**config.mk**
```make
export PLATFORM = sky130hd
export DESIGN_NAME = fgbw_lerp
export DESIGN_NICKNAME = d
export VERILOG_FILES = /design/src/hdl/flow_grid_bilinear_warp_defines.svh /design/src/hdl/fgbw_pkg.sv /design/src/hdl/fgbw_lerp.sv
export SDC_FILE = /design/constraint.sdc
export NUM_CORES = 1
export LEC_CHECK = 0
export BUFFER_PORTS_ARGS = -buffer_cell sky130_fd_sc_hd__buf_2
export CORE_MARGIN = 5
export CORE_UTILIZATION = 29
export CTS_BUF_LIST = sky130_fd_sc_hd__clkbuf_4 sky130_fd_sc_hd__clkbuf_8
export DETAILED_ROUTE_END_ITERATION = 7
export PLACE_DENSITY = 0.46
export REMOVE_ABC_BUFFERS = 1
export SETUP_SLACK_MARGIN = 0.2
export SYNTH_ARGS = -nofsm -noshare
export SYNTH_HDL_FRONTEND = slang
export SYNTH_SLANG_ARGS = --single-unit
export TNS_END_PERCENT = 20
```
**constraint.sdc**
```tcl
create_clock -name clk -period 13.11 [get_ports clk]
set_input_delay 0.6555 -clock clk [delete_from_list [all_inputs] [get_ports clk]]
set_output_delay 0.6555 -clock clk [all_outputs]
set_load 0.005 [all_outputs]
```
**src/hdl/flow_grid_bilinear_warp_defines.svh**
```systemverilog
// ----------------------------------------------------------------------------
// flow_grid_bilinear_warp_defines
// Assertion macros shared by the warp block.
// ----------------------------------------------------------------------------
`ifndef FLOW_GRID_BILINEAR_WARP_DEFINES_SVH
`define FLOW_GRID_BILINEAR_WARP_DEFINES_SVH

// Same-cycle implication, disabled during reset.
`define FGBW_ASSERT_NOW(label, clk, rst_n, ante, cons) \
	label: assert property (@(posedge clk) disable iff (!rst_n) (ante) |-> (cons)) \
		else $error("fgbw: implication failed");

// Next-cycle implication, disabled during reset.
`define FGBW_ASSERT_NEXT(label, clk, rst_n, ante, cons) \
	label: assert property (@(posedge clk) disable iff (!rst_n) (ante) |=> (cons)) \
		else $error("fgbw: next-cycle implication failed");

// Full property, disabled during reset.
`define FGBW_ASSERT_PROP(label, clk, rst_n, prop) \
	label: assert property (@(posedge clk) disable iff (!rst_n) prop) \
		else $error("fgbw: property failed");

`endif

```
**src/hdl/fgbw_pkg.sv**
```systemverilog
// ----------------------------------------------------------------------------
// fgbw_pkg
// Types and constants of the displacement-grid warp block.
// ----------------------------------------------------------------------------
package fgbw_pkg;

	localparam int GridWidth  = 16;
	localparam int GridHeight = 16;
	localparam int FracBits   = 16;
	localparam int DispShift  = 8;
	localparam int DispWidth  = 24;
	localparam int CoordWidth = 32;
	localparam int IndexWidth = 8;
	localparam int UnitWidth  = FracBits + 1;
	localparam logic [UnitWidth-1:0] UnitOne = UnitWidth'(32'h0001_0000);

	typedef enum logic {
		FuncWrite  = 1'b0,
		FuncSample = 1'b1
	} func_t;

	typedef struct packed {
		func_t                         func;
		logic [IndexWidth-1:0]         entry_index;
		logic signed [DispWidth-1:0]   disp_x;
		logic signed [DispWidth-1:0]   disp_y;
		logic signed [CoordWidth-1:0]  coord_u;
		logic signed [CoordWidth-1:0]  coord_v;
	} in_item_t;

	typedef struct packed {
		logic signed [CoordWidth-1:0] warped_u;
		logic signed [CoordWidth-1:0] warped_v;
	} out_item_t;

endpackage

```
**src/hdl/fgbw_lerp.sv**
```systemverilog
// ----------------------------------------------------------------------------
// fgbw_lerp
// Registered linear blend a + floor((b - a) * t / 2^16).
// ----------------------------------------------------------------------------
module fgbw_lerp (
	input  logic                                  clk,
	input  logic signed [fgbw_pkg::DispWidth-1:0] a,
	input  logic signed [fgbw_pkg::DispWidth-1:0] b,
	input  logic [fgbw_pkg::FracBits-1:0]         t,
	output logic signed [fgbw_pkg::DispWidth-1:0] y
);

	localparam int DiffWidth = fgbw_pkg::DispWidth + 1;
	localparam int TWidth    = fgbw_pkg::FracBits + 1;
	localparam int ProdWidth = DiffWidth + TWidth;
	localparam int StepWidth = ProdWidth - fgbw_pkg::FracBits;

	logic signed [DiffWidth-1:0] diff;
	logic signed [TWidth-1:0]    t_sgn;
	logic signed [ProdWidth-1:0] prod;
	logic signed [StepWidth-1:0] step;
	logic signed [StepWidth-1:0] sum;
	logic signed [fgbw_pkg::DispWidth-1:0] y_q;

	always_comb begin
		diff  = {b[fgbw_pkg::DispWidth-1], b} - {a[fgbw_pkg::DispWidth-1], a};
		t_sgn = {1'b0, t};
		prod  = diff * t_sgn;
		// dropping the low bits of a two's complement value floors it
		step  = prod[ProdWidth-1:fgbw_pkg::FracBits];
		sum   = StepWidth'(a) + step;
	end

	always_ff @(posedge clk) begin
		y_q <= sum[fgbw_pkg::DispWidth-1:0];
	end

	assign y = y_q;

endmodule

```
# == Yosys cells after proc, flatten, opt, wreduce, memory -nomap -nowiden ==
# Cells that the tools add are included.
# classes
n_addsub,2
mul,1
# op_table
op,n
$mul A25 B17 Y40,1
$sub A24 B24 Y25,1
$add A24 B24 Y24,1
# totals
register_bits,24
output_inout_bits,24

# == Longest topological paths before layout ==
# Gate-level depths: netlist of run 1.
# logic_depth
ltp_word,3
ltp_mapped,46
ltp_nobuf,45

# == Worst setup path after synthesis of run 1 ==
# Ideal clock, no wire load.
# synth_timing
kind,in2reg
from,input b[0] in the netlist's numbering
to,register y_q (netlist bit y[22])
setup_time_ns,0.072
arrival_ns,9.934
required_ns,13.038
setup_slack_ns,3.104
stages,46
n_path_buf,1
cell_sequence,inv_1 > ha_1 > fa_1 > nor2b_1 > o31a_1 > nor2_1 > nor3_1 > a21oi_1 > o21bai_1 > a21oi_1 > xnor2_1 > clkbuf_1 > nand2_1 > fa_1 > fa_1 > inv_1 > fa_1 > inv_1 > (+10 left out) > a21o_1 > a21boi_0 > o21a_1 > o21a_1 > o21ai_0 > nand2b_1 > xor2_1 > ha_1 > o21a_1 > o21ai_0 > nor2_1 > a22o_1 > o21ai_0 > a31oi_1 > o41ai_1 > o2111ai_1 > a21oi_1 > xnor2_1
# synth_between
elab_chain_len,3
# synth_rtl
item,line,text
start: declaration,fgbw_lerp.sv:8,"input logic signed [fgbw_pkg::DispWidth-1:0] b,"
$sub A24 B24 Y25,fgbw_lerp.sv:26,"diff = {b[fgbw_pkg::DispWidth-1], b} - {a[fgbw_pkg::DispWidth-1], a};"
$mul A25 B17 Y40,fgbw_lerp.sv:28,prod = diff * t_sgn;
$add A24 B24 Y24,fgbw_lerp.sv:31,sum = StepWidth'(a) + step;
net sum[22],fgbw_lerp.sv:22,logic signed [StepWidth-1:0] sum;
end signal: assignment,fgbw_lerp.sv:35,y_q <= sum[fgbw_pkg::DispWidth-1:0];
end: declaration,fgbw_lerp.sv:23,logic signed [fgbw_pkg::DispWidth-1:0] y_q;
# The timed path passes the listed nets, and every way through them passes these cells.

# == Worst setup path in the final report of run 1 ==
# layout_timing
from,input a[0] in the netlist's numbering
to,register y_q (netlist bit y[22])
# layout_between
elab_chain_len,3
# layout_rtl
item,line,text
start: declaration,fgbw_lerp.sv:7,"input logic signed [fgbw_pkg::DispWidth-1:0] a,"
$sub A24 B24 Y25,fgbw_lerp.sv:26,
$mul A25 B17 Y40,fgbw_lerp.sv:28,
$add A24 B24 Y24 *,fgbw_lerp.sv:31,
net sum[22],fgbw_lerp.sv:22,
# Mark *: on every way through the listed nets, which the timed path passes. The rest lies on a longest branch.

==> results.md, run 1 <==
* Setup violators final at 0
* Via Count at 12200
* Final Hold Slack at approximately 0.6 ns
* Top area cells in the synthesized netlist: fa_1 (46%), inv_1 (11%), ha_1 (11%), and2_1 (6.2%), nand2_1 (5.3%)
* Setup Buffers After CTS at 0
* Max_cap viols at 0
* First-pass GRT wire length at 73600 um
* CP dominant cell by count: fa_1
* Final Cycle Share at 0.835
* CTS Buf Count at 3
* Fin area at 18000 um2
* Syn avg cell area at between 8 and 9 um2
* Die area at 62200 um2
* Layout cell share with drive strength beyond 1 at 0.0736
* Initial antenna violation count at 0
* Hold buffers post-CTS at 0
* Largest register FFs at 24
* Max Clk Rate at between 90 and 100 MHz
* Synth-to-Final Area Change at 8.56%
* Min-Delay Path Class: in2reg
* Hold Path Depth at 2
* Endpoint, Worst Hold: y[0]
* Worst-path fanout max at 16
* Deepest clock path buffer count at 2
* Placement-stage cell area at 18000 um2
* Arr. time, crit path at around 11 ns
* Drt total wl at about 45000 um
* Non-Filler Instances at about 2700
* Largest net degree at the start of global routing at 34
* Initial Util at 0.294
* Ys Warns at 0
* Synth Flop Type: dfxtp_1
* Cells after DPL at around 2700
* Mapped cell area at 16600 um2
* CTS resizes at 0
* Slew headroom at 0.213
* Die X at between 200 and 250 um
* Data required time of the worst path at between 10 and 15 ns
* Sink Count at 24
* Synth Instances at 1906
* CTS root buf: clkbuf_8
* RSZ-0062 raised after global routing: false
* Kind of critical path: in2reg
* Status: finished, final reports clean
* Slew Limit Fails at 0
* # IOs at 89
* DRT iter0 DRCs at about 550
* Count of cell types in the netlist at between 60 and 70
* Routed Antenna Nets at 0
* Post-synth top area share at 0.457
* Total negative slack at 0 ns
* Worst Setup End Kind: register
* Remaining global-route overflow at 0
* Number of diodes at 0
* Placer Congestion at 0.820
* Drt wl/cell at between 15 and 20 um
* Post-synth ARST share at 0
* Vias in the first global route at approximately 13000
* Post-DP HPWL at between 30000 and 40000 um
* Post-synth top area cell: fa_1
* IO Port Bufs at 88
* Seq/Total Area, Yosys at 0.0289
* CTS tree: built
* Post-synth EDFFs at 0
* Final min period at 10.95 ns
* DR vias/cell at roughly 4.5
* Clk slew on worst S/H paths at roughly 0.09 ns
* Commonest cells after routing, fill and taps aside: inv_1 (492), fa_1 (379), nand2_1 (234)
* Router iterations before antenna repair at 5
* Row cnt at 87
* Core area at approximately 57000 um2
* Die H at between 200 and 250 um
* Most common library cell in the layout ignoring fill and taps: inv_1
* CP Launch Type: input port
* Layout Nets at between 2000 and 3000
* Gr usage total at 0.146
* Hold Fails Final Rpt at 0
* Slew @ Worst Pin at approximately 1.2 ns
* Worst hold start: a[0]
* Critical Path Slowest Stage Cell: o41ai_1
* CTS H-tree depth at 1
* DRC at 0
* Slowest stage delay, CP at ~0.62 ns
* Seq cells post-synth at 24
-- cell usage after synthesis, drive strengths merged (2+ instances only) --
library cell  number
and2             167
o21a              14
mux2i              7
or3                5
dfxtp             24
fa               379
o21ai             28
a21oi             51
xnor2             58
nor2b             28
a31o               2
mux2               9
ha               147
or2                2
a21o              19
xor2              17
a41oi              3
nand2b            32
clkbuf            64
nand2            234
a21boi             4
nor3              14
o41ai              2
o211ai             4
a211oi             6
o21bai             6
and3               5
nor2              44
nand4              8
buf                2
nand3             10
inv              492
-- per-stage QoR --
stage	worst slack [ns]	utilization
6_report	2.16	0.319
5_1_grt	1.43	0.319
4_1_cts	2.18	0.319
3_5_place_dp	1.90	0.317
3_3_place_gp	2.02	0.317
2_1_floorplan	3.01	-
-- per-layer routing --
layer  routed length (um)  track usage  vias to the layer above
met1                20500        0.204                     6304
met2                22700        0.259                      176
met5                    0            0                        -
met3                 1160       0.0127                       28
li1                     -            -                     5702
met4                  454       0.0127                        0
-- cell families after synthesis --
| group | Yosys count | share of synthesized area |
|---|---|---|
| AND/OR/NAND/NOR | 554 | 0.166 |
| flip-flops | 24 | 0.0289 |
| XOR/XNOR | 75 | 0.0395 |
| AO/OA/AOI/OAI | 153 | 0.0605 |
| multiplexers | 16 | 0.0110 |
| buffers and inverters | 558 | 0.127 |
| adder cells (fa/ha/maj) | 526 | 0.567 |
-- critical path, delay by kind of cell --
family | cells | cell delay [ns]
XOR/XNOR | 3 | 0.49
adder cells (fa/ha/maj) | 10 | 4.29
AO/OA/AOI/OAI | 19 | 4.27
buffers and inverters | 7 | 0.62
AND/OR/NAND/NOR | 7 | 0.80
-- worst max path at each step --
stage          start  slack (ns)  endpoint
3_3_place_gp    a[1]        2.02     y[22]
4_1_cts         a[0]        2.18     y[22]
6_report        a[0]        2.16     y[22]
3_5_place_dp    a[0]        1.90     y[22]
5_1_grt         a[0]        1.43     y[22]
2_1_floorplan   b[0]        3.01     y[22]
-- cell type report --
class / instances / area [um2]
Inverter: 492 / 1850
Clock buffer: 3 / 41.3
Sequential cell: 24 / 480
Tap cell: 756 / 946
Multi-Input combinational cell: 1324 / 14100
Timing Repair Buffer: 113 / 628
Clock inverter: 1 / 30.0
Fill cell: 6102 / 38600
Power of run 1 is left out: the tool's default activity adds up to more than one toggle a clock period on the data nets, which glitch-free logic cannot reach.
==> run 2: changes to the inputs <==
Clock period 13.11 ns to 11.4 ns, I/O delays scaled along.
==> run 2 against run 1 <==
  * Global-route usage grew 0.098 points
  * Sequential share of layout area hardly changed
  * Design area rose by 0.19%
  * Wire length rose by 2.1%
  * First-iteration DRC count up 5.5%
  * Largest cell class unchanged
==> results.md, run 2 (synthesized netlist as in run 1, its figures left out) <==
* Slew headroom at 0.243 (+0.0301)
* Slowest stage delay, CP at 0.54 ns (-0.08 ns)
* DRT iter0 DRCs at 579 (+5.5%)
* Largest register FFs at 24 (unchanged)
* Die area at 62200 um2 (unchanged)
* Post-DP HPWL at 37300 um (+4.2%)
* Max_cap viols at 0 (unchanged)
* Deepest clock path buffer count at 2 (unchanged)
* DR vias/cell at 4.54 (+0.95%)
* Placer Congestion at 0.885 (+7.9%)
* Data required time of the worst path at 11.57 ns (-1.76 ns)
* Sink Count at 24 (unchanged)
* Hold Fails Final Rpt at 0 (unchanged)
* Gr usage total at 0.147 (+0.000978)
* RSZ-0062 raised after global routing: false
* Layout Nets at 2555 (+0.24%)
* Row cnt at 87 (unchanged)
* Slew Limit Fails at 0 (unchanged)
* Die H at 249 um (unchanged)
* Slew @ Worst Pin at 1.13 ns (-0.0463 ns)
* Commonest cells after routing, fill and taps aside: inv_1 (492), fa_1 (379), nand2_1 (234)
* Fin util at 0.319 (+0.000597)
* Synth-to-Final Area Change at 8.76%
* CP Launch Type: input port
* Min-Delay Path Class: in2reg
* Vias in the first global route at 13200 (-0.83%)
* DRC at 0 (unchanged)
* IO Port Bufs at 88 (unchanged)
* CTS tree: built
* Via Count at 12400 (+1.2%)
* CTS H-tree depth at 1 (unchanged)
* Critical Path Slowest Stage Cell: fa_1
* Initial Util at 0.294 (unchanged)
* Arr. time, crit path at 10.85 ns (-0.32 ns)
* CTS resizes at 0 (unchanged)
* Largest net degree at the start of global routing at 34 (unchanged)
* Drt total wl at 45800 um (+2.1%)
* First-pass GRT wire length at 73900 um (+0.42%)
* Setup violators final at 0 (unchanged)
* Kind of critical path: in2reg
* # IOs at 89 (unchanged)
* CTS Buf Count at 3 (unchanged)
* Die X at 249 um (unchanged)
* Routed Antenna Nets at 0 (unchanged)
* Final min period at 10.67 ns
* Worst Setup End Kind: register
* Final Cycle Share at 0.936
* Number of diodes at 0 (unchanged)
* Core area at 56600 um2 (unchanged)
* Endpoint, Worst Hold: y[0]
* Hold Path Depth at 2 (unchanged)
* Status: finished, final reports clean
* CTS root buf: clkbuf_8
* Initial antenna violation count at 0 (unchanged)
* Worst hold start: a[0]
* Max Clk Rate at between 90 and 100 MHz
* Fin area at 18100 um2 (+0.19%)
* CP dominant cell by count: fa_1
* Drt wl/cell at 16.8 um (+1.9%)
* Remaining global-route overflow at 0 (unchanged)
* Final Hold Slack at 0.532 ns (-0.0829 ns)
* Router iterations before antenna repair at 5 (unchanged)
* Setup Buffers After CTS at 0 (unchanged)
* Worst-path fanout max at 15 (-1)
* Hold buffers post-CTS at 0 (unchanged)
* Placement-stage cell area at 18000 um2 (+0.10%)
* Most common library cell in the layout ignoring fill and taps: inv_1
* Layout cell share with drive strength beyond 1 at 0.0754 (+0.00181)
* Clk slew on worst S/H paths at 0.09 ns (about the same)
* Total negative slack at 0 ns (unchanged)
==> run 2: per-layer routing <==
metal  wire length (um)  global-route usage  up-vias  part of all wire
met4                796              0.0215        0             0.017
met5                  0                   0        -                 0
met2              22700               0.258      222              0.49
met3               1290              0.0112       43             0.028
li1                   -                   -     5717                 -
met1              21100               0.205     6371              0.46
==> run 2: metrics by stage <==
step | instances | worst slack, ns
detailed placement | 2715 | 0.357
global route | 2719 | 0.231
finish | 2719 | 0.725
floorplan | 1840 | 1.39
global placement | 2715 | 0.424
CTS | 2719 | 0.613
==> run 2: final cells by class <==
cell class,instances,area (um2)
sequential,24,480
multi-input combinational,1324,14100
clock inverter,1,30.0
tap,756,946
clock buffer,3,41.3
timing repair buffer,119,673
fill,6067,38500
inverter,492,1850
==> run 2: worst max-delay path: cells and delay by family <==
family	cells	cell delay [ns]
adders and majority gates	10	4.24
xor gates and xnor gates	3	0.50
AOI/OAI and AO/OA	17	3.52
and+or+nand+nor	9	1.48
buffers and inverters	6	0.54
==> run 2: how the worst max path moves through the flow <==
stage          startpoint    end  slack [ns]  cells after the start
3_3_place_gp         a[0]  y[22]        0.42                     46
2_1_floorplan        b[0]  y[22]        1.39                     45
4_1_cts              a[0]  y[22]        0.61                     46
6_report             a[0]  y[21]        0.73                     45
3_5_place_dp         a[0]  y[22]        0.36                     46
5_1_grt              a[0]  y[21]        0.23                     45
Power of run 2 is left out for the same reason.
