$ cat src/hdl/flow_grid_bilinear_warp_defines.svh
// ----------------------------------------------------------------------------
// flow_grid_bilinear_warp_defines
// Assertion macros shared by the warp block.
// ----------------------------------------------------------------------------
`ifndef FLOW_GRID_BILINEAR_WARP_DEFINES_SVH
`define FLOW_GRID_BILINEAR_WARP_DEFINES_SVH

// Same-cycle implication, disabled during reset.
`define FGBW_ASSERT_NOW(label, clk, rst_n, ante, cons) \
	label: assert property (@(posedge clk) disable iff (!rst_n) (ante) |-> (cons)) \
		else $error("fgbw: implication failed");

// Next-cycle implication, disabled during reset.
`define FGBW_ASSERT_NEXT(label, clk, rst_n, ante, cons) \
	label: assert property (@(posedge clk) disable iff (!rst_n) (ante) |=> (cons)) \
		else $error("fgbw: next-cycle implication failed");

// Full property, disabled during reset.
`define FGBW_ASSERT_PROP(label, clk, rst_n, prop) \
	label: assert property (@(posedge clk) disable iff (!rst_n) prop) \
		else $error("fgbw: property failed");

`endif

$ cat src/hdl/fgbw_pkg.sv
// ----------------------------------------------------------------------------
// fgbw_pkg
// Types and constants of the displacement-grid warp block.
// ----------------------------------------------------------------------------
package fgbw_pkg;

	localparam int GridWidth  = 16;
	localparam int GridHeight = 16;
	localparam int FracBits   = 16;
	localparam int DispShift  = 8;
	localparam int DispWidth  = 24;
	localparam int CoordWidth = 32;
	localparam int IndexWidth = 8;
	localparam int UnitWidth  = FracBits + 1;
	localparam logic [UnitWidth-1:0] UnitOne = UnitWidth'(32'h0001_0000);

	typedef enum logic {
		FuncWrite  = 1'b0,
		FuncSample = 1'b1
	} func_t;

	typedef struct packed {
		func_t                         func;
		logic [IndexWidth-1:0]         entry_index;
		logic signed [DispWidth-1:0]   disp_x;
		logic signed [DispWidth-1:0]   disp_y;
		logic signed [CoordWidth-1:0]  coord_u;
		logic signed [CoordWidth-1:0]  coord_v;
	} in_item_t;

	typedef struct packed {
		logic signed [CoordWidth-1:0] warped_u;
		logic signed [CoordWidth-1:0] warped_v;
	} out_item_t;

endpackage

$ cat src/hdl/fgbw_axis.sv
// ----------------------------------------------------------------------------
// fgbw_axis
// Clamps one coordinate to the unit range, scales it to the grid and splits
// it into a cell index, the far neighbor index and a 16-bit fraction.
// ----------------------------------------------------------------------------
module fgbw_axis #(
	parameter int SIZE      = fgbw_pkg::GridWidth,
	parameter int IDX_WIDTH = $clog2(SIZE)
) (
	input  logic                                   clk,
	input  logic signed [fgbw_pkg::CoordWidth-1:0] coord,
	output logic [IDX_WIDTH-1:0]                   g0,
	output logic [IDX_WIDTH-1:0]                   g1,
	output logic [fgbw_pkg::FracBits-1:0]          frac
);

	localparam int ProdWidth = fgbw_pkg::UnitWidth + IDX_WIDTH;
	localparam logic [IDX_WIDTH-1:0] LastIdx = IDX_WIDTH'(SIZE - 1);

	logic [fgbw_pkg::UnitWidth-1:0] clamped;
	logic [ProdWidth-1:0]           scaled;
	logic [IDX_WIDTH-1:0]           lo_idx;
	logic [IDX_WIDTH-1:0]           hi_idx;
	logic [IDX_WIDTH-1:0]           g0_s2;
	logic [IDX_WIDTH-1:0]           g1_s2;
	logic [fgbw_pkg::FracBits-1:0]  frac_s2;

	always_comb begin
		if (coord <= 0) begin
			clamped = '0;
		end else if (coord >= $signed({15'd0, fgbw_pkg::UnitOne})) begin
			clamped = fgbw_pkg::UnitOne;
		end else begin
			clamped = coord[fgbw_pkg::UnitWidth-1:0];
		end
		scaled = ProdWidth'(clamped) * ProdWidth'(SIZE - 1);
		lo_idx = scaled[fgbw_pkg::FracBits +: IDX_WIDTH];
		hi_idx = (lo_idx == LastIdx) ? lo_idx : IDX_WIDTH'(lo_idx + 1'b1);
	end

	always_ff @(posedge clk) begin
		g0_s2   <= lo_idx;
		g1_s2   <= hi_idx;
		frac_s2 <= scaled[fgbw_pkg::FracBits-1:0];
	end

	assign g0   = g0_s2;
	assign g1   = g1_s2;
	assign frac = frac_s2;

endmodule

$ cat config.mk
export PLATFORM = sky130hd
export DESIGN_NAME = fgbw_axis
export DESIGN_NICKNAME = d
export VERILOG_FILES = /design/src/hdl/flow_grid_bilinear_warp_defines.svh /design/src/hdl/fgbw_pkg.sv /design/src/hdl/fgbw_axis.sv
export SDC_FILE = /design/constraint.sdc
export NUM_CORES = 1
export LEC_CHECK = 0
export BUFFER_PORTS_ARGS = -buffer_cell sky130_fd_sc_hd__buf_2
export CAP_MARGIN = 10
export CORE_ASPECT_RATIO = 0.7
export CORE_MARGIN = 3
export CORE_UTILIZATION = 55
export CTS_BUF_LIST = sky130_fd_sc_hd__clkbuf_4 sky130_fd_sc_hd__clkbuf_8
export CTS_CLUSTER_SIZE = 30
export DETAILED_ROUTE_END_ITERATION = 10
export PLACE_DENSITY_LB_ADDON = 0.2
export SETUP_SLACK_MARGIN = 0.05
export SLEW_MARGIN = 5
export SYNTH_ARGS = -nofsm -noshare
export SYNTH_HDL_FRONTEND = slang
export SYNTH_SLANG_ARGS = --single-unit
$ cat constraint.sdc
create_clock -name clk -period 5.45 [get_ports clk]
set_input_delay 0 -clock clk [delete_from_list [all_inputs] [get_ports clk]]
set_output_delay 0 -clock clk [all_outputs]
set_load 0.01 [all_outputs]
* Word level (Yosys, flattened, before mapping)
Cells that the tools add are included.
** Storage, ports and cells
- Register bits after elaboration :: 24
- Bits of input ports :: 33
- Word-level logic and storage cells :: 11
** Cells by class
- Muxes and demuxes :: 3
- $mul :: 1
- Magnitude comparators :: 2
- Add/sub/neg operators :: 1
- Eq/ne operators :: 1
** Operators with widths (number)
- 17-bit two-way mux :: 2
- 32-bit by 18-bit greater-or-equal comparator with 1-bit output (second input constant) :: 1
- 32-bit by 1-bit less-or-equal comparator with 1-bit output (second input constant) :: 1
- 17-bit by 4-bit multiplier with 20-bit output (second input constant) :: 1
- 4-bit by 1-bit adder with 4-bit output (second input constant) :: 1
- 4-bit equality test (second input constant) :: 1
- 4-bit two-way mux :: 1

* Depth between registers and ports, before layout
Gate-level depths: netlist of the first run.
- Depth in word-level cells :: 6
- Gate-level depth with buffers :: 21
- Mapped depth without buffers :: 19

* Worst setup path before layout of the first run
No wires, ideal clock.
- Kind :: input to register
- Start :: input coord[29] in the netlist's numbering
- End :: register g1_s2[2] (netlist: g1[2])
- Data arrival time :: 3.880 ns
- Stages on the path :: 18
- Buffers on the path :: 2
- Library setup time :: 0.121 ns
- Setup slack :: 1.448 ns
- Path through :: nor4_1 -> and4_1 -> buf_2 -> inv_2 -> a41oi_1 -> buf_2 -> nand2_1 -> fa_1 -> fa_1 -> inv_1 -> ha_1 -> and2_2 -> a21o_1 -> a21oi_1 -> o311ai_4 -> xor2_2 -> nand2_1 -> mux2_4
** On the way
- Longest elaborated chain between the ends :: 6
** RTL lines
- start, declared :: RTL line fgbw_axis.sv:11 : input logic signed [fgbw_pkg::CoordWidth-1:0] coord,
- 32-bit by 18-bit greater-or-equal comparator with 1-bit output :: RTL line fgbw_axis.sv:31 : end else if (coord >= $signed({15'd0, fgbw_pkg::UnitOne})) begin
- 17-bit two-way mux :: RTL line fgbw_axis.sv:31
- 17-bit two-way mux (*) :: RTL line fgbw_axis.sv:29 : if (coord <= 0) begin
- 17-bit by 4-bit multiplier with 20-bit output (*) :: RTL line fgbw_axis.sv:36 : scaled = ProdWidth'(clamped) * ProdWidth'(SIZE - 1);
- via scaled[18] :: RTL line fgbw_axis.sv:21 : logic [ProdWidth-1:0] scaled;
- 4-bit by 1-bit adder with 4-bit output or 4-bit equality test (tied branches) :: RTL line fgbw_axis.sv:38 : hi_idx = (lo_idx == LastIdx) ? lo_idx : IDX_WIDTH'(lo_idx + 1'b1);
- 4-bit two-way mux (*) :: RTL line fgbw_axis.sv:38
- via hi_idx[2] :: RTL line fgbw_axis.sv:23 : logic [IDX_WIDTH-1:0] hi_idx;
- end signal, assigned :: RTL line fgbw_axis.sv:43 : g1_s2 <= hi_idx;
- end, declared :: RTL line fgbw_axis.sv:25 : logic [IDX_WIDTH-1:0] g1_s2;
The timed path passes the listed nets; every way through them passes the cells marked *.

* Worst setup path after layout of the first run
- Start :: input coord[30] in the netlist's numbering
- End :: register g1_s2[2] (netlist: g1[2])
The elaborated chain is that of the path after synthesis.

==> impl_metrics.toml, run 1 <==
[power]
netSwitchingPower_uw = 89.8
p_leak_uw = 0.00163
seq_power_share_pct = 49.8
irDropWorstVdd_uv = 64.5
p_int_uw = 270
swShare_pct = 24.9
power.clock.fraction_pct = 33.8
power_density_nw_per_um2 = 117
comb_power_share_pct = 16.3
total_power_uw = 360

[run_status]
outcome = "finished, violations left"
violations = "negative hold slack"

[critical_path]
worstSetupEndpointType = "flip-flop"
cp_data_arrival_time_ps = 4580
cp.required_ps = 5600
start_kind = "primary input"
path_class = "in2reg"
cp_max_fo = 26

[clocking]
cts_made_buffers = 3
h-tree-depth = 1
cts_setup_buffers = 0
cts_buffer_depth = 2
cts-hold-fix-buffers = 0
cts_tree = "built"
cts_root_buf = "clkbuf_8"
cts_resized = 0
clk_pin_slew_worst_paths_ps = 90
clock-sinks = 24

[global_routing]
grt_max_degree = 27
antenna_found_initial = 0
grt_pass1_wl_microns = 9850
grt-ovfl-total = 0
grt_pass1_vias = 2153
grt_usage_pct = 20.2

[timing]
setup_slack_ps = 1020
hold_viol_final = 1
finalCritPeriodShare_pct = 81.2
fmax_mhz = 226
maxSlewHeadroom_pct = 77.5
tns_ps = 0
fin_crit_ps = 4430
final-setup-viol-count = 0
hold_ws_ps = -0.241
drv_slew = 0
worst_pin_slew_ps = 334
rsz0062_at_grt = "false"

[place]
gp_congestion = 0.893
io_buffers = 56
dpl.hpwl_microns = 4690
dp_worst_setup_slack_ps = 779

[die]
dieArea_sq_um = 5810
row_count = 20
core_sq_um = 4530
die_h_microns = 64.7
initial_utilization_pct = 59.8
die_w_microns = 89.9
num_io_pins = 57

[yosys]
ys_ff_latch = 24
syn_inst = 312
synth.top_cells.by_area = "dfxtp_1, fa_1, ha_1"
ys.flop_type = "dfxtp_1"
ys_seq_area_share_pct = 17.7
synth_warnings = 0
synth_area_leader_cell = "dfxtp_1"
async_flop_share_pct = 0
synth_edf_count = 0
yosysTopAreaCellShare_pct = 17.7
syn_area_per_cell_sq_um = 8.68
syn_area_sq_um = 2710
synthesis.nets = 389
synth_common_cells = "inv_1, nand2_1, ha_1"
yosysMostFrequentCell = "inv_1"
synth_cell_types = 55

[layout]
nets = 438
diodes = 0
synthToLayoutAreaGrowth_pct = 13.4
drive_gt1_share_pct = 25.0

[detailed_routing]
drt-total-wl_microns = 5590
first_pass_iters = 4
vias = 2192
met2RoutedLength_microns = 2270
first_iter_violations = 98
dr.max_layer_used = "met4"
viasPerCell = 5.15
ant_nets = 0
wl_met3_microns = 317
met1Wirelength_microns = 2970
drc = 0
avgRoutedWirePerCell_microns = 13.1

[job]
cap_violations = 0

[worst_hold_path]
holdCritPathClass = "in2reg"
## power by group through the flow
stage	logic [uW]	registers (uW)	clock network (uW)
4_1_cts	58.8	179	123
3_3_place_gp	57.3	183	0
2_1_floorplan	34.3	186	0
6_report	58.8	179	122
5_1_grt	66.0	180	132
3_5_place_dp	58.4	184	0
## routing by layer
metal | up-vias | global-route usage [%]
met3 | 2 | 2.09
li1 | 1136 | -
met5 | - | 0
met4 | 0 | 3.24
met2 | 74 | 31.5
met1 | 980 | 30.8
## cell families after synthesis
group	after synthesis	synth area share (%)
adder cells (fa/ha/maj)	51	28.2
buffers and inverters	60	9.06
XOR/XNOR	27	9.01
flip-flops	24	17.7
AND/OR/NAND/NOR	87	17.0
AO/OA/AOI/OAI	61	18.1
multiplexers	2	0.970
## final timing paths
kind / start / endpoint / slack [ps] / cells after the start
min: coord[0] / frac[0]$_DFF_P_ / -0.2 / 2
max: coord[30] / g1[2]$_DFF_P_ / 1020 / 18
## sequential cells by signal (all words and copies together) (netlist names)
signal  count
frac       16
g0          4
g1          4
## metrics by stage
| step | hold WS [ps] | area [sq um] | util, % | std cells |
|---|---|---|---|---|
| after detailed placement | 288 | 3020 | 66.6 | 422 |
| final | -0.241 | 3070 | 67.8 | 426 |
| after global placement | 289 | 3020 | 66.6 | 422 |
| after CTS | 6.44 | 3070 | 67.8 | 426 |
| after floorplan | 122 | 2710 | - | 312 |
| after global routing | 8.50 | 3070 | 67.8 | 426 |
## placed cells by master (no fill, tap or decap), drive strengths merged, types with 2 or more instances in the layout
cell type,instances
mux2,2
a21o,5
nand2,36
and3,2
and2,10
dfxtp,24
a211oi,3
nor3,3
nand2b,2
nor2b,2
xor2,18
nand3,4
maj3,7
nor2,14
a31oi,6
nor4,8
and4,2
ha,25
inv,47
a21oi,15
o21ai,14
buf,57
clkbuf,4
xnor2,9
o211ai,5
fa,19
o21a,5
or2,2
## worst max-delay path, stage by stage
cell and delay (ps):
buf_2 90, nor4_1 270, and4_1 410, inv_2 60, a41oi_2 250, buf_4 310
nand2_1 220, fa_1 550, fa_1 510, inv_1 40, ha_1 380, and2_2 250
a21o_1 180, a21oi_1 300, o311ai_4 160, xor2_2 240, nand2_1 80, mux2_4 260
## final cells by class
type                       instances  area [sq um]
multi-input combinational        228          1990
fill                             375          1460
sequential                        24           480
timing repair buffer              57           288
inverter                          47           176
tap                               66          82.6
clock buffer                       4          55.1
(Power assumes the default switching activity.)
==> run 2, diff against run 1 <==
==> constraint.sdc (replaced) <==
create_clock -name clk -period 4.5 [get_ports clk]
set_input_delay 0 -clock clk [delete_from_list [all_inputs] [get_ports clk]]
set_output_delay 0 -clock clk [all_outputs]
set_load 0.01 [all_outputs]
==> impl_metrics.toml, run 2 (synthesis gave the netlist of run 1 again) <==
[clocking]
cts_resized = 0
clock-sinks = 24
cts_made_buffers = 3
cts_tree = "built"
h-tree-depth = 1
cts_root_buf = "clkbuf_8"
cts_setup_buffers = 0
cts-hold-fix-buffers = 0
cts_buffer_depth = 2
clk_pin_slew_worst_paths_ps = 90

[run_status]
outcome = "finished clean"

[detailed_routing]
avgRoutedWirePerCell_microns = 12.3
drc = 0
drt-total-wl_microns = 5270
first_iter_violations = 117
viasPerCell = 5.16
vias = 2210
first_pass_iters = 5
ant_nets = 0

[die]
dieArea_sq_um = 5810
die_h_microns = 64.7
core_sq_um = 4530
die_w_microns = 89.9
num_io_pins = 57
row_count = 20
initial_utilization_pct = 59.8

[worst_hold_path]
min_from = "coord[0]"
whs_path_depth = 2
min_to = "frac[0]$_DFF_P_"
holdCritPathClass = "in2reg"

[critical_path]
worstSetupEndpointType = "flip-flop"
path_class = "in2reg"
cp.required_ps = 4660
cp_max_fo = 23
cp_data_arrival_time_ps = 4120
start_kind = "primary input"

[layout]
final_common_cell = "buf_2"
nets = 440
largest_reg_flops = 16
diodes = 0
layout_common_cells = "buf_2, inv_1, nand2_1, ha_1, dfxtp_1"
final_cells = 428
synthToLayoutAreaGrowth_pct = 14.6
drive_gt1_share_pct = 25.4

[timing]
drv_slew = 0
finalCritPeriodShare_pct = 87.9
fin_crit_ps = 3960
rsz0062_at_grt = "false"
tns_ps = 0
maxSlewHeadroom_pct = 77.3
hold_viol_final = 0
final-setup-viol-count = 0
fmax_mhz = 253
worst_pin_slew_ps = 338

[power]
p_leak_uw = 0.00164
power_density_nw_per_um2 = 154
comb_power_share_pct = 14.9
netSwitchingPower_uw = 109
swShare_pct = 22.8
irDropWorstVdd_uv = 80.4
p_int_uw = 368
total_power_uw = 477
power.clock.fraction_pct = 39.6
seq_power_share_pct = 45.6

[global_routing]
grt-ovfl-total = 0
antenna_found_initial = 0
grt_usage_pct = 18.9
grt_max_degree = 24
grt_pass1_wl_microns = 9160
grt_pass1_vias = 2009

[place]
placed_cells = 424
dpl.hpwl_microns = 4450
gp_congestion = 0.848
io_buffers = 56

[job]
cap_violations = 0
-- run 2: cell type report --
cell class	instances	area, sq um
Multi-Input combinational cell	228	1990
Inverter	47	176
Timing Repair Buffer	59	303
Tap cell	66	82.6
Clock buffer	3	41.3
Sequential cell	24	480
Fill cell	384	1430
Clock inverter	1	30.0
-- run 2: worst max-delay path, stage by stage --
cell	delay [ps]
buf_2	90
nor4_1	270
and4_1	260
inv_2	40
a41oi_2	230
buf_4	280
and2_1	220
fa_1	420
inv_1	80
fa_1	410
inv_1	70
ha_1	270
and2_2	260
a21o_1	180
a21oi_1	270
o311ai_4	160
xor2_2	260
nand2_1	80
mux2_4	250
-- run 2: worst max path at each step --
stage	from	to	slack, ps	cells past startpoint
after floorplan	coord[29]	g1[2]$_DFF_P_	500	18
after global placement	coord[29]	g1[2]$_DFF_P_	340	19
after detailed placement	coord[30]	g1[2]$_DFF_P_	260	19
after CTS	coord[30]	g1[2]$_DFF_P_	540	19
after global routing	coord[30]	g1[2]$_DFF_P_	230	19
final	coord[30]	g1[2]$_DFF_P_	540	19
-- run 2: layer usage --
metal | track usage [%] | vias up | wire length, microns
li1 | - | 1136 | -
met1 | 30.1 | 979 | 2770
met2 | 27.1 | 88 | 2030
met3 | 2.44 | 7 | 404
met4 | 4.01 | 0 | 59
met5 | 0 | - | 0
-- run 2: metrics by stage --
stage                     setup WS [ps]  utilization [%]  cell area (sq um)  hold WS (ps)
final                               543             68.5               3100          2.23
after global routing                227             68.5               3100          14.8
after CTS                           543             68.5               3100          4.82
after detailed placement            257             66.9               3030           289
after global placement              338             66.9               3030           283
after floorplan                     498                -               2710           122
-- run 2: power by group through the flow --
stage	clock network, uW	registers (uW)	logic [uW]
detailed placement	0	222	70.5
floorplan	0	225	41.5
finish	189	217	70.9
global placement	0	222	69.8
global route	202	218	79.6
CTS	193	217	70.8
==> run 3, diff against run 2 <==
--- a/config.mk
+++ b/config.mk
@@ -6,7 +6,6 @@
 export NUM_CORES = 1
 export LEC_CHECK = 0
 export BUFFER_PORTS_ARGS = -buffer_cell sky130_fd_sc_hd__buf_2
-export CAP_MARGIN = 10
 export CORE_ASPECT_RATIO = 0.7
 export CORE_MARGIN = 3
 export CORE_UTILIZATION = 55
==> constraint.sdc (replaced) <==
create_clock -name clk -period 4.9 [get_ports clk]
set_input_delay 0 -clock clk [delete_from_list [all_inputs] [get_ports clk]]
set_output_delay 0 -clock clk [all_outputs]
set_load 0.01 [all_outputs]
==> impl_metrics.toml, run 3 (synthesis gave the netlist of run 1 again) <==
[worst_hold_path]
holdCritPathClass = "in2reg"

[detailed_routing]
ant_nets = 0
drt-total-wl_microns = 5640
avgRoutedWirePerCell_microns = 13.1
first_iter_violations = 136
vias = 2231
viasPerCell = 5.18
drc = 0
first_pass_iters = 4

[layout]
multi_input_area_sq_um = 1990
largest_reg_flops = 16
nets = 443
drive_gt1_share_pct = 26.0
synthToLayoutAreaGrowth_pct = 15.6
final_common_cell = "buf_2"
diodes = 0
layout_common_cells = "buf_2, inv_1, nand2_1, ha_1, dfxtp_1"
fill_cells = 385
register_area_sq_um = 480
final_area_sq_um = 3130

[critical_path]
cp_max_fo = 19
crit_end = "g1[2]$_DFF_P_"
startpoint = "coord[0]"
path_class = "in2reg"
worstSetupEndpointType = "flip-flop"
cp.required_ps = 5060
cp_data_arrival_time_ps = 4590
start_kind = "primary input"

[clocking]
cts_root_buf = "clkbuf_8"
clk_pin_slew_worst_paths_ps = 100
h-tree-depth = 1
cts_tree = "built"
clock-sinks = 24
cts_made_buffers = 3
cts_buffer_depth = 2

[timing]
drv_slew = 0
hold_viol_final = 0
rsz0062_at_grt = "false"
worst_pin_slew_ps = 421
finalCritPeriodShare_pct = 90.4
final-setup-viol-count = 0
fmax_mhz = 226
maxSlewHeadroom_pct = 71.7
tns_ps = 0
fin_crit_ps = 4430

[die]
die_w_microns = 89.9
die_h_microns = 64.7
dieArea_sq_um = 5810
row_count = 20
core_sq_um = 4530
initial_utilization_pct = 59.8
num_io_pins = 57

[global_routing]
grt_pass1_vias = 2165
grt_max_degree = 20
grt-ovfl-total = 0
antenna_found_initial = 0
grt_pass1_wl_microns = 9690
grt_usage_pct = 20.2

[power]
irDropWorstVdd_uv = 78.0
total_power_uw = 442
p_leak_uw = 0.00166
power_density_nw_per_um2 = 141

[place]
dpl.hpwl_microns = 4660
io_buffers = 56
gp_congestion = 0.868
postPlaceCellArea_sq_um = 3020

[run_status]
outcome = "finished clean"

[job]
cap_violations = 0
run 3: cell count changes in the layout (fill, tap and decap cells not counted), sizes merged:
| cell | change |
|---|---|
| dlygate4sd3 | +1 |
| buf | +2 |
run 3: where the power goes:
group | switching [uW] | leakage, uW | internal, uW
clock | 67.1 | 0.0000357 | 109
sequential | 0.704 | 0.000196 | 199
combinational | 35.8 | 0.00143 | 30.7
run 3: per-stage QoR:
step | utilization, % | hold WS (ps) | cells | setup slack (ps)
5_1_grt | 69.1 | 163 | 431 | 130
6_report | 69.1 | 142 | 431 | 470
3_3_place_gp | 66.8 | 275 | 423 | 551
3_5_place_dp | 66.8 | 284 | 423 | 482
2_1_floorplan | - | 122 | 312 | 898
4_1_cts | 68.6 | 143 | 428 | 326
run 3: timing repair:
item	in CTS	in global routing
hold endpoints to repair	1	0
hold buffers	1	0
setup buffers	0	3
gates resized for setup	0	1
setup endpoints to repair	0	4
run 3: worst min-delay path by stage:
stage,start,end,slack [ps],cells after the start
2_1_floorplan,coord[0],frac[0]$_DFF_P_,120,1
3_3_place_gp,coord[0],frac[0]$_DFF_P_,280,2
3_5_place_dp,coord[0],frac[0]$_DFF_P_,280,2
4_1_cts,coord[1],frac[1]$_DFF_P_,140,3
5_1_grt,coord[1],frac[1]$_DFF_P_,160,3
6_report,coord[1],frac[1]$_DFF_P_,140,3
run 3: metal layers:
layer | GRT usage (%) | up-vias | share of wire (%)
met2 | 32.6 | 88 | 41
met4 | 4.77 | 0 | 1.2
met3 | 2.44 | 6 | 6.9
met5 | 0 | - | 0
li1 | - | 1147 | -
met1 | 29.1 | 990 | 51
run 3: cell type report:
class	instances	share of cell area, %
clock buffers	3	1.32
clock inverters	1	0.959
inverters	47	5.64
multi-input cells	228	63.6
flip-flops and latches	24	15.3
well taps	66	2.64
repair buffers	62	10.5
run 3: worst max-delay path, stage by stage:
cell and delay, ps:
dlygate4sd3_1 540, buf_2 150, nor4_1 320, a41oi_2 280, buf_4 230, buf_4 190
and2_1 150, ha_1 270, inv_1 50, fa_1 490, inv_1 40, ha_1 430
a21oi_2 120, o21ai_1 210, mux2_2 350, a31oi_1 170, nand3_2 150, nor2_2 120
mux2_4 300
